$ cat config.mk
export PLATFORM = sky130hd
export DESIGN_NAME = fit_strategy_block_allocator_unit
export DESIGN_NICKNAME = d
export VERILOG_FILES = /design/src/rtl/fsba_pkg.sv /design/src/rtl/fit_strategy_block_allocator_unit.sv /design/src/rtl/fsba_cell.sv
export SDC_FILE = /design/constraint.sdc
export NUM_CORES = 2
export LEC_CHECK = 0
export BUFFER_PORTS_ARGS = -buffer_cell sky130_fd_sc_hd__buf_2
export CORE_MARGIN = 1
export CORE_UTILIZATION = 30
export DETAILED_ROUTE_END_ITERATION = 10
export SLEW_MARGIN = 20
export SYNTH_ARGS = -nofsm -noshare
export SYNTH_HDL_FRONTEND = slang
export SYNTH_SLANG_ARGS = --single-unit
$ cat constraint.sdc
create_clock -name clk -period 3.61 [get_ports clk]
set_clock_uncertainty 0.05 [all_clocks]
set_input_delay 1.083 -clock clk [delete_from_list [all_inputs] [get_ports clk]]
set_output_delay 1.083 -clock clk [all_outputs]
set_load 0.005 [all_outputs]
$ cat src/rtl/fsba_pkg.sv
// Package of shared types and constants for the fit-strategy block allocator.
package fsba_pkg;

    localparam int DEF_NUM_BLOCKS = 16;
    localparam int DEF_SIZE_WIDTH = 16;

    typedef logic [3:0] blk_idx_t;

    typedef enum logic [1:0] {
        STRAT_FIRST = 2'd0,
        STRAT_BEST  = 2'd1,
        STRAT_WORST = 2'd2,
        STRAT_NONE  = 2'd3
    } strategy_t;

    typedef enum logic {
        REG_STRATEGY      = 1'b0,
        REG_BLOCKS_IN_USE = 1'b1
    } cfg_reg_t;

    typedef enum logic {
        OP_LOAD    = 1'b0,
        OP_REQUEST = 1'b1
    } op_t;

    typedef enum logic [1:0] {
        ST_IDLE  = 2'd0,
        ST_SCAN  = 2'd1,
        ST_WRITE = 2'd2
    } state_t;

    typedef struct packed {
        logic        operation;
        blk_idx_t    block_index;
        logic [15:0] block_size;
        logic [15:0] request_size;
    } in_item_t;

    typedef struct packed {
        logic     granted;
        blk_idx_t granted_block;
    } out_item_t;

endpackage

$ cat src/rtl/fit_strategy_block_allocator_unit.sv
// Top level of the fit-strategy block allocator: control, configuration and the cell row.
//
// Channel | Handshake                  | Payload
// input   | start, busy                | item (fsba_pkg::in_item_t)
// result  | result_valid (one cycle)   | result (fsba_pkg::out_item_t)
// config  | cfg_valid, cfg_ready       | cfg_index, cfg_data
//
// A load gives no result.
// A request passes the scan state, in which the candidate moves through the row of cells,
// one cell per cycle, and then the write-back state; the result strobe is registered from
// the write-back state. A new item can be accepted while the strobe is shown.
// Reset clears all block sizes to zero, strategy to first fit and blocks in use to 16.
// The receiver cannot stall the result.
module fit_strategy_block_allocator_unit #(
    parameter int NUM_BLOCKS = fsba_pkg::DEF_NUM_BLOCKS,
    parameter int SIZE_WIDTH = fsba_pkg::DEF_SIZE_WIDTH
) (
    input  logic                clk,
    input  logic                rst_n,
    input  logic                start,
    output logic                busy,
    input  fsba_pkg::in_item_t  item,
    output logic                result_valid,
    output fsba_pkg::out_item_t result,
    input  logic                cfg_valid,
    output logic                cfg_ready,
    input  fsba_pkg::cfg_reg_t  cfg_index,
    input  logic [4:0]          cfg_data
);

    localparam int IDX_W = $clog2(NUM_BLOCKS);

    fsba_pkg::state_t      state_reg;
    fsba_pkg::state_t      state_next;
    logic [IDX_W-1:0]      cnt_reg;
    logic [IDX_W-1:0]      cnt_next;
    logic [SIZE_WIDTH-1:0] req_reg;
    fsba_pkg::strategy_t   strategy_reg;
    logic [4:0]            biu_reg;
    logic                  done_reg;
    logic                  done_next;
    fsba_pkg::out_item_t   res_reg;
    fsba_pkg::out_item_t   res_next;

    logic                  accept;
    logic                  load_ok;
    logic                  wr_en;
    logic [IDX_W-1:0]      wr_idx;
    logic [SIZE_WIDTH-1:0] wr_value;

    logic                  cand_found [NUM_BLOCKS+1];
    logic [IDX_W-1:0]      cand_idx   [NUM_BLOCKS+1];
    logic [SIZE_WIDTH-1:0] cand_val   [NUM_BLOCKS+1];
    logic [NUM_BLOCKS-1:0] active;

    assign cand_found[0] = 1'b0;
    assign cand_idx[0]   = '0;
    assign cand_val[0]   = '0;

    assign accept  = start && !busy;
    assign load_ok = 32'(item.block_index) < NUM_BLOCKS;

    for (genvar i = 0; i < NUM_BLOCKS; i++)
    begin : g_cell
        assign active[i] = 32'(i) < 32'(biu_reg);

        fsba_cell #(
            .NUM_BLOCKS (NUM_BLOCKS),
            .SIZE_WIDTH (SIZE_WIDTH),
            .CELL_IDX   (i)
        ) u_cell (
            .clk            (clk),
            .rst_n          (rst_n),
            .strategy       (strategy_reg),
            .active         (active[i]),
            .req_size       (req_reg),
            .wr_en          (wr_en),
            .wr_idx         (wr_idx),
            .wr_value       (wr_value),
            .cand_found_in  (cand_found[i]),
            .cand_idx_in    (cand_idx[i]),
            .cand_val_in    (cand_val[i]),
            .cand_found_out (cand_found[i+1]),
            .cand_idx_out   (cand_idx[i+1]),
            .cand_val_out   (cand_val[i+1])
        );
    end

    always_comb
    begin
        state_next = state_reg;
        cnt_next   = cnt_reg;
        unique case (state_reg)
            fsba_pkg::ST_IDLE:
            begin
                cnt_next = '0;
                if (accept && item.operation == fsba_pkg::OP_REQUEST)
                begin
                    state_next = fsba_pkg::ST_SCAN;
                end
            end
            fsba_pkg::ST_SCAN:
            begin
                cnt_next = cnt_reg + 1'b1;
                if (cnt_reg == IDX_W'(NUM_BLOCKS - 1))
                begin
                    state_next = fsba_pkg::ST_WRITE;
                end
            end
            fsba_pkg::ST_WRITE:
            begin
                state_next = fsba_pkg::ST_IDLE;
            end
            default:
            begin
                state_next = fsba_pkg::ST_IDLE;
            end
        endcase
    end

    always_comb
    begin
        busy      = 1'b0;
        wr_en     = 1'b0;
        wr_idx    = IDX_W'(item.block_index);
        wr_value  = SIZE_WIDTH'(item.block_size);
        done_next = 1'b0;
        res_next  = '0;
        unique case (state_reg)
            fsba_pkg::ST_IDLE:
            begin
                wr_en = start && item.operation == fsba_pkg::OP_LOAD && load_ok;
            end
            fsba_pkg::ST_SCAN:
            begin
                busy = 1'b1;
            end
            fsba_pkg::ST_WRITE:
            begin
                busy      = 1'b1;
                wr_en     = cand_found[NUM_BLOCKS];
                wr_idx    = cand_idx[NUM_BLOCKS];
                wr_value  = cand_val[NUM_BLOCKS] - req_reg;
                done_next = 1'b1;
                res_next.granted = cand_found[NUM_BLOCKS];
                if (cand_found[NUM_BLOCKS])
                begin
                    res_next.granted_block = fsba_pkg::blk_idx_t'(cand_idx[NUM_BLOCKS]);
                end
            end
            default:
            begin
                busy = 1'b1;
            end
        endcase
    end

    always_ff @(posedge clk or negedge rst_n)
    begin
        if (!rst_n)
        begin
            state_reg    <= fsba_pkg::ST_IDLE;
            cnt_reg      <= '0;
            strategy_reg <= fsba_pkg::STRAT_FIRST;
            biu_reg      <= 5'd16;
            done_reg     <= 1'b0;
        end
        else
        begin
            state_reg <= state_next;
            cnt_reg   <= cnt_next;
            done_reg  <= done_next;
            if (cfg_valid && cfg_ready)
            begin
                unique case (cfg_index)
                    fsba_pkg::REG_STRATEGY:
                        strategy_reg <= fsba_pkg::strategy_t'(cfg_data[1:0]);
                    fsba_pkg::REG_BLOCKS_IN_USE:
                        biu_reg <= cfg_data;
                    default:
                        biu_reg <= biu_reg;
                endcase
            end
        end
    end

    always_ff @(posedge clk)
    begin
        if (accept)
        begin
            req_reg <= SIZE_WIDTH'(item.request_size);
        end
        res_reg <= res_next;
    end

    assign cfg_ready    = 1'b1;
    assign result_valid = done_reg;
    assign result       = res_reg;

    a_strobe_after_write: assert property (@(posedge clk) disable iff (!rst_n)
        result_valid |-> $past(state_reg == fsba_pkg::ST_WRITE))
        else $error("Result strobe without a write-back cycle.");

    a_denied_zero_block: assert property (@(posedge clk) disable iff (!rst_n)
        (result_valid && !result.granted) |-> result.granted_block == '0)
        else $error("Denied request reports a nonzero block.");

    a_busy_from_start: assert property (@(posedge clk) disable iff (!rst_n)
        $rose(busy) |-> $past(start))
        else $error("Block became busy without an accepted item.");

    a_scan_length: assert property (@(posedge clk) disable iff (!rst_n)
        (state_reg == fsba_pkg::ST_SCAN && cnt_reg == IDX_W'(NUM_BLOCKS - 1))
        |=> state_reg == fsba_pkg::ST_WRITE)
        else $error("Scan did not end after the last cell.");

endmodule

$ cat src/rtl/fsba_cell.sv
// One allocator cell: holds a block's remaining size and refines the passing candidate.
module fsba_cell #(
    parameter int NUM_BLOCKS = fsba_pkg::DEF_NUM_BLOCKS,
    parameter int SIZE_WIDTH = fsba_pkg::DEF_SIZE_WIDTH,
    parameter int CELL_IDX   = 0,
    localparam int IDX_W     = $clog2(NUM_BLOCKS)
) (
    input  logic                  clk,
    input  logic                  rst_n,
    input  fsba_pkg::strategy_t   strategy,
    input  logic                  active,
    input  logic [SIZE_WIDTH-1:0] req_size,
    input  logic                  wr_en,
    input  logic [IDX_W-1:0]      wr_idx,
    input  logic [SIZE_WIDTH-1:0] wr_value,
    input  logic                  cand_found_in,
    input  logic [IDX_W-1:0]      cand_idx_in,
    input  logic [SIZE_WIDTH-1:0] cand_val_in,
    output logic                  cand_found_out,
    output logic [IDX_W-1:0]      cand_idx_out,
    output logic [SIZE_WIDTH-1:0] cand_val_out
);

    logic [SIZE_WIDTH-1:0] rem_reg;
    logic                  found_reg;
    logic [IDX_W-1:0]      idx_reg;
    logic [SIZE_WIDTH-1:0] val_reg;
    logic                  fits;
    logic                  take;

    always_comb
    begin
        fits = active && (rem_reg >= req_size);
        unique case (strategy)
            fsba_pkg::STRAT_FIRST: take = fits && !cand_found_in;
            fsba_pkg::STRAT_BEST:  take = fits && (!cand_found_in || rem_reg < cand_val_in);
            fsba_pkg::STRAT_WORST: take = fits && (!cand_found_in || rem_reg > cand_val_in);
            fsba_pkg::STRAT_NONE:  take = 1'b0;
            default:               take = 1'b0;
        endcase
    end

    always_ff @(posedge clk or negedge rst_n)
    begin
        if (!rst_n)
        begin
            rem_reg   <= '0;
            found_reg <= 1'b0;
        end
        else
        begin
            if (wr_en && wr_idx == IDX_W'(CELL_IDX))
            begin
                rem_reg <= wr_value;
            end
            found_reg <= cand_found_in || take;
        end
    end

    always_ff @(posedge clk)
    begin
        idx_reg <= take ? IDX_W'(CELL_IDX) : cand_idx_in;
        val_reg <= take ? rem_reg : cand_val_in;
    end

    assign cand_found_out = found_reg;
    assign cand_idx_out   = idx_reg;
    assign cand_val_out   = val_reg;

endmodule
* After elaboration in Yosys (flattened, before gate mapping) *
Index checks and enable logic that the tools add are counted.
W data, S select, Z words.

operators by class
  add/subtract/negate cells = 2
  order comparisons = 62
  equal/unequal tests = 23
  muxes and demuxes = 40
  bitwise logic cells = 2
  reductions and logical operators = 149

operators by type and width
  cell                   number
  $ge A16 B16 Y1         16
  $mux W16               16
  $gt A16 B16 Y1         15
  $lt A16 B16 Y1         15
  $logic_and A1 B1 Y1    80
  $pmux W1 S4            15
  $logic_or A1 B1 Y1     45
  $lt A4 B5 Y1 const A   8
  $eq A4 B4 Y1 const B   9
  $lt A3 B5 Y1 const A   4
  $eq A4 B3 Y1 const B   4
  $sub A16 B16 Y16       1
  $logic_not A1 Y1       15
  $lt A1 B5 Y1 const A   2
  $lt A2 B5 Y1 const A   2
  $eq A4 B2 Y1 const B   2
  $pmux W4 S2            1
  $reduce_and A2 Y1      4
  $eq A2 B2 Y1 const B   3
  $add A4 B1 Y4 const B  1
  $eq A2 B1 Y1 const B   2
  $eq A4 B1 Y1 const B   1
  $logic_not A2 Y1       2
  $logic_not A4 Y1       1
  10 further kinds       14

storage, ports and cells
  bits in registers = 612
  output and inout port bits = 8
  logic and storage cells = 349

* Depth between registers and ports, before layout *
  depth in word-level cells = 5
  mapped depth = 13

* Hierarchy *
From an unflattened synthesis, not the netlist that was laid out.

unflattened totals
  cells, all modules = 3531
  area total of the unflattened synthesis = 36346.1 um^2

modules (own cells, without submodules)
  module                              times used  cells each  area an instance (um^2)  seq. area each (um^2)
  fsba_cell at g_cell[10].u_cell ...  5           203         2113.3                   825.8
  fsba_cell at g_cell[1].u_cell ...   2           204         2118.3                   825.8
  fsba_cell at g_cell[4].u_cell ...   2           203         2117.0                   825.8
  fsba_cell at g_cell[11].u_cell ...  2           202         2115.8                   825.8
  fsba_cell at g_cell[13].u_cell ...  2           203         2110.8                   825.8
  fit_strategy_block_allocator_unit   1           284         2511.2                   932.1
  fsba_cell at g_cell[0].u_cell       1           204         2117.0                   825.8
  fsba_cell at g_cell[15].u_cell      1           202         2114.5                   825.8
  fsba_cell at g_cell[3].u_cell       1           202         2113.3                   825.8

* Worst setup path after synthesis *
No wires, ideal clock.

  path type = reg2reg
  start point = reg req_reg[2]
  end point = reg g_cell[5].u_cell.val_reg[10]
  arrival time = 2.856 ns
  data required time = 3.439 ns
  slack = 0.583 ns
  cell stages (with the launch flop) = 12
  path buffers = 2
  path through = edfxtp_1 -> inv_1 -> ha_1 -> a211o_1 -> a31oi_1 -> nor3_1 -> o311a_1 -> o41ai_2 -> a221o_1 -> buf_6 -> buf_12 -> mux2_4

on the way
  word-level cells in the longest chain between the ends = 5

ends and longest elaborated chain
  element                                 line                                               text
  from (decl)                             fit_strategy_block_allocator_unit.sv:37            logic [SIZE_WIDTH-1:0] req_reg;
  from (signal assigned)                  fit_strategy_block_allocator_unit.sv:191           req_reg <= SIZE_WIDTH'(item.request_size);
  $ge A16 B16 Y1 (*)                      fsba_cell.sv:33                                    fits = active && (rem_reg >= req_size);
  $logic_and A1 B1 Y1 (*)                 fsba_cell.sv:33
  $logic_and A1 B1 Y1 (on tied branches)  fsba_cell.sv:37, fsba_cell.sv:35, fsba_cell.sv:36
  $pmux W1 S4 (*)                         fsba_cell.sv:34                                    unique case (strategy)
  $mux W16 (*)                            fsba_cell.sv:63                                    val_reg <= take ? rem_reg : cand_val_in;
  to (signal assigned)                    fsba_cell.sv:63
  to (decl)                               fsba_cell.sv:27                                    logic [SIZE_WIDTH-1:0] val_reg;

Every way passes the cells marked *; elsewhere a longest branch is shown, timed or not.
A chain may end at the register's enable or synchronous reset.

* Worst setup path after layout *
  start point = reg req_reg[0]
  end point = reg g_cell[3].u_cell.rem_reg[10]

on the way
  word-level cells in the longest chain between the ends = 2

ends and longest elaborated chain
  element               line                                      text
  $sub A16 B16 Y16      fit_strategy_block_allocator_unit.sv:143  wr_value = cand_val[NUM_BLOCKS] - req_reg;
  $mux W16              fit_strategy_block_allocator_unit.sv:129  unique case (state_reg)
  to (signal assigned)  fsba_cell.sv:54                           rem_reg <= wr_value;
  to (decl)             fsba_cell.sv:24                           logic [SIZE_WIDTH-1:0] rem_reg;

No other way between the ends.

==> summary.md <==
| Metric | Value |
|---|---|
| Status | completed |
| Async set-reset flop share out of synthesis | 46.7% |
| Die Ht | 337 µm |
| CP Buf/Inv Count | 1 |
| Detailed Route Iter0 Violations | 1,788 |
| Post-synth cell types | 76 |
| Crit path kind | register to register |
| Largest net degree at the start of global routing | 55 |
| Power per cell area | 793 nW/µm² |
| Post-Route Setup TNS | 0 ns |
| Max incr delay on CP | 0.56 ns |
| Worst-Skew Late Latency | 0.64 ns |
| Die Footprint | 113,000 µm² |
| Top-Level Pins | 55 |
| Dpl hpwl | 73,800 µm |
| Hold_buf cts | 0 |
| Via Count | 25,000 |
| Post-synth EDFFs | 16 |
| Post-CTS setup buffer count | 0 |
| Routed wire length | 100,000 µm |
| Met1 GRT Util | 24.7% |
| Worst slew pin tran | 1.10 ns |
| CP cell instances | ha_1 -> fa_1 -> nor2b_1 -> o21ai_0 -> a21boi_1 -> o21ai_0 -> o211a_1 -> o31a_1 -> buf_4 -> o21ai_0 |
| Die Wd | 337 µm |
| Worst Path Max Fanout | 16 |
| # H-tree levels | 3 |
| # resized after CTS | 0 |
| Clock group share of total power | 23.8% |
| Reg clk slew, reported paths | 0.06 ns |
| Sequential share of the synthesized area | 41.2% |
| Starting density of the core | 30.3% |
| Hold path depth | 1 |
| Mapped Area | 33,600 µm² |
| Net count after synthesis | 3,914 |
| Rows | 122 |
| Reg power frac | 36.6% |
| Pre-CTS setup slack | 0.198 ns |
| Synthesis-to-finish area growth | 15.5% |
| GPL Wtd Cong | 0.886 |
| VDD IR max | 0.345 mV |
| DRC viols | 0 |
| Final min period | 3.38 ns |
| WP data arrival | 3.88 ns |
| R2r startpoint | req_reg[0]$_DFFE_PP_ |
| Worst Slack Setup Final | 0.230 ns |
| Mapped Avg Cell Area | 10.0 µm² |
| Fmax | 0.296 GHz |
| ANT nets after route | 0 |
| Slowest cell on the critical path | edfxtp_1 |
| Int Power | 19.3 mW |
| Input/output buffers | 53 |
| CTS sink count | 612 |
| Clock root buffer | clkbuf_16 |
| Top_reg_cell synth | dfxtp_1 |
| Crit-path leading delay family | compound AO/OA/AOI/OAI gates |
| RSZ-0062 raised after global routing | false |
| CP Capture Type | register |
| Wire per inst | 19.9 µm |
| Overall Global Routing Usage | 17.8% |
| Commonest non-fill, non-tap cell in the layout | ha_1 |
| Syn Inst Count | 3,352 |
| Most frequent cells in the layout | ha_1, dfxtp_1, nand2_1 |
| Nets | 4,043 |
| Hold Path Sink | g_cell[15].u_cell.cand_idx_out[1]$_SDFF_PP1_ |
| First-pass GRT wire length | 152,000 µm |
| R2r setup slk | 0.23 ns |
| Period utilization | 93.6% |
| Global routing's busiest layer | met2 |
| Final Max Tran Viols | 0 |
| Required @ worst endpoint | 4.11 ns |
| M2 GR Usage | 28.0% |
| Initial antenna violation count | 11 |
| Vias in the first global route | 24,700 |
| Max cap viols | 0 |
| Setup crit start kind | register |
| Final setup vio count | 0 |
| Relative slew margins | 26.8% |
| CTS tree | done |
| Yosys warnings | 0 |
| Vias/cell | 4.98 |
| M3 GR Usage | 2.65% |
| Clk buf depth | 3 |
| Comb pwr share | 39.5% |
| R2R depth | 10 |
| Layout cell share with drive strength beyond 1 | 16.7% |
| Sw Ratio | 37.2% |
| Most used cell, CP | o21ai_0 |
| Core box area | 111,000 µm² |
| GR Overflow Total | 0 |
| Worst Hold Launch | g_cell[14].u_cell.cand_idx_out[1]$_SDFF_PP1_ |
| Crit Reg-Reg Endpoint | g_cell[3].u_cell.rem_reg[10]$_DFFE_PN0P_ |
| CTS Buf Count | 69 |
| Hold Path Class | register to register |
| Sw power | 11.4 mW |
| Router iterations before antenna repair | 6 |
| Fin. Hold Viols | 0 |
| Seq cells post-synth | 612 |
| Leak | 18.0 nW |
[worst register-to-register path, cell delays in order (launching register included)]
cell      delay, ns
edfxtp_1       0.56
ha_1           0.30
fa_1           0.41
nor2b_1        0.17
o21ai_0        0.13
a21boi_1       0.30
o21ai_0        0.34
o211a_1        0.32
o31a_1         0.23
buf_4          0.25
o21ai_0        0.23
[power groups by stage]
stage / logic, mW / clock network [mW] / registers [mW]
2_1_floorplan: 8.86 / 0 / 10.5
3_3_place_gp: 11.6 / 0 / 11.4
3_5_place_dp: 12.0 / 0 / 11.4
4_1_cts: 12.1 / 7.47 / 11.3
5_1_grt: 13.8 / 7.73 / 11.6
6_report: 12.2 / 7.34 / 11.3
[worst max-delay path by stage]
stage | to | depth (start not counted) | slack [ns] | start
final | g_cell[3].u_cell.rem_reg[10]$_DFFE_PN0P_ | 10 | 0.23 | req_reg[0]$_DFFE_PP_
after global routing | g_cell[12].u_cell.rem_reg[10]$_DFFE_PN0P_ | 10 | 0.04 | req_reg[0]$_DFFE_PP_
after CTS | g_cell[9].u_cell.rem_reg[10]$_DFFE_PN0P_ | 10 | 0.21 | req_reg[0]$_DFFE_PP_
after detailed placement | g_cell[9].u_cell.rem_reg[10]$_DFFE_PN0P_ | 10 | 0.20 | req_reg[0]$_DFFE_PP_
after global placement | g_cell[5].u_cell.cand_val_out[2]$_DFF_P_ | 11 | 0.30 | req_reg[3]$_DFFE_PP_
after floorplan | g_cell[5].u_cell.cand_val_out[10]$_DFF_P_ | 11 | 0.58 | req_reg[2]$_DFFE_PP_
[logic make-up (layout without fill, tap and decap cells)]
family / Yosys count / after routing / synth area share, %
flip-flops: 612 / 612 / 41.2
AND/OR/NAND/NOR: 780 / 780 / 11.4
other: 1 / 4 / 0.0112
XOR/XNOR: 5 / 5 / 0.130
multiplexers: 289 / 289 / 9.76
adder cells (fa/ha/maj): 515 / 515 / 19.2
AO/OA/AOI/OAI: 752 / 752 / 13.7
buffers and inverters: 398 / 583 / 4.70
[per-layer routing]
metal	vias to the layer above	wire (µm)
met3	186	5570
met1	12000	47200
met2	601	44100
met4	8	3310
li1	12300	-
met5	-	46
[synth_stat cells (24+ instances only)]
library cell	instances	area, µm²
dfxtp_1	310	6210
nor2_1	106	398
mux2_2	242	2730
buf_2	29	145
inv_1	277	1040
nand2_1	306	1150
o21ai_0	277	1390
nand3_1	48	240
nor3_1	24	120
a21oi_1	186	931
or2_2	24	150
clkbuf_1	81	304
nor2b_1	31	194
nand2b_1	51	319
ha_1	514	6430
o31ai_1	29	218
nand4_1	86	538
mux2i_1	25	250
a21o_1	60	450
dfrtp_1	285	7130
a211oi_1	40	300
o211ai_1	39	293
and2_1	34	213
[cell type report]
type,count,area [µm²]
Sequential cell,612,13800
Inverter,278,1040
Tap cell,1488,1860
Antenna cell,3,7.51
Clock buffer,103,2000
Fill cell,11200,72100
Timing Repair Buffer,178,1430
Multi-Input combinational cell,2342,18300
Clock inverter,24,352
[through the flow]
step	instances	power (mW)	area (µm²)	hold slack [ns]	util, %
floorplan	3352	19.3	33600	0.336	-
global placement	4898	23.1	36500	0.347	32.9
detailed placement	4898	23.4	36500	0.346	32.9
CTS	5025	30.9	38800	0.364	35.0
global route	5025	33.0	38800	0.379	35.0
finish	5028	30.8	38800	0.364	35.0
Power figures use the tool's default switching activity.
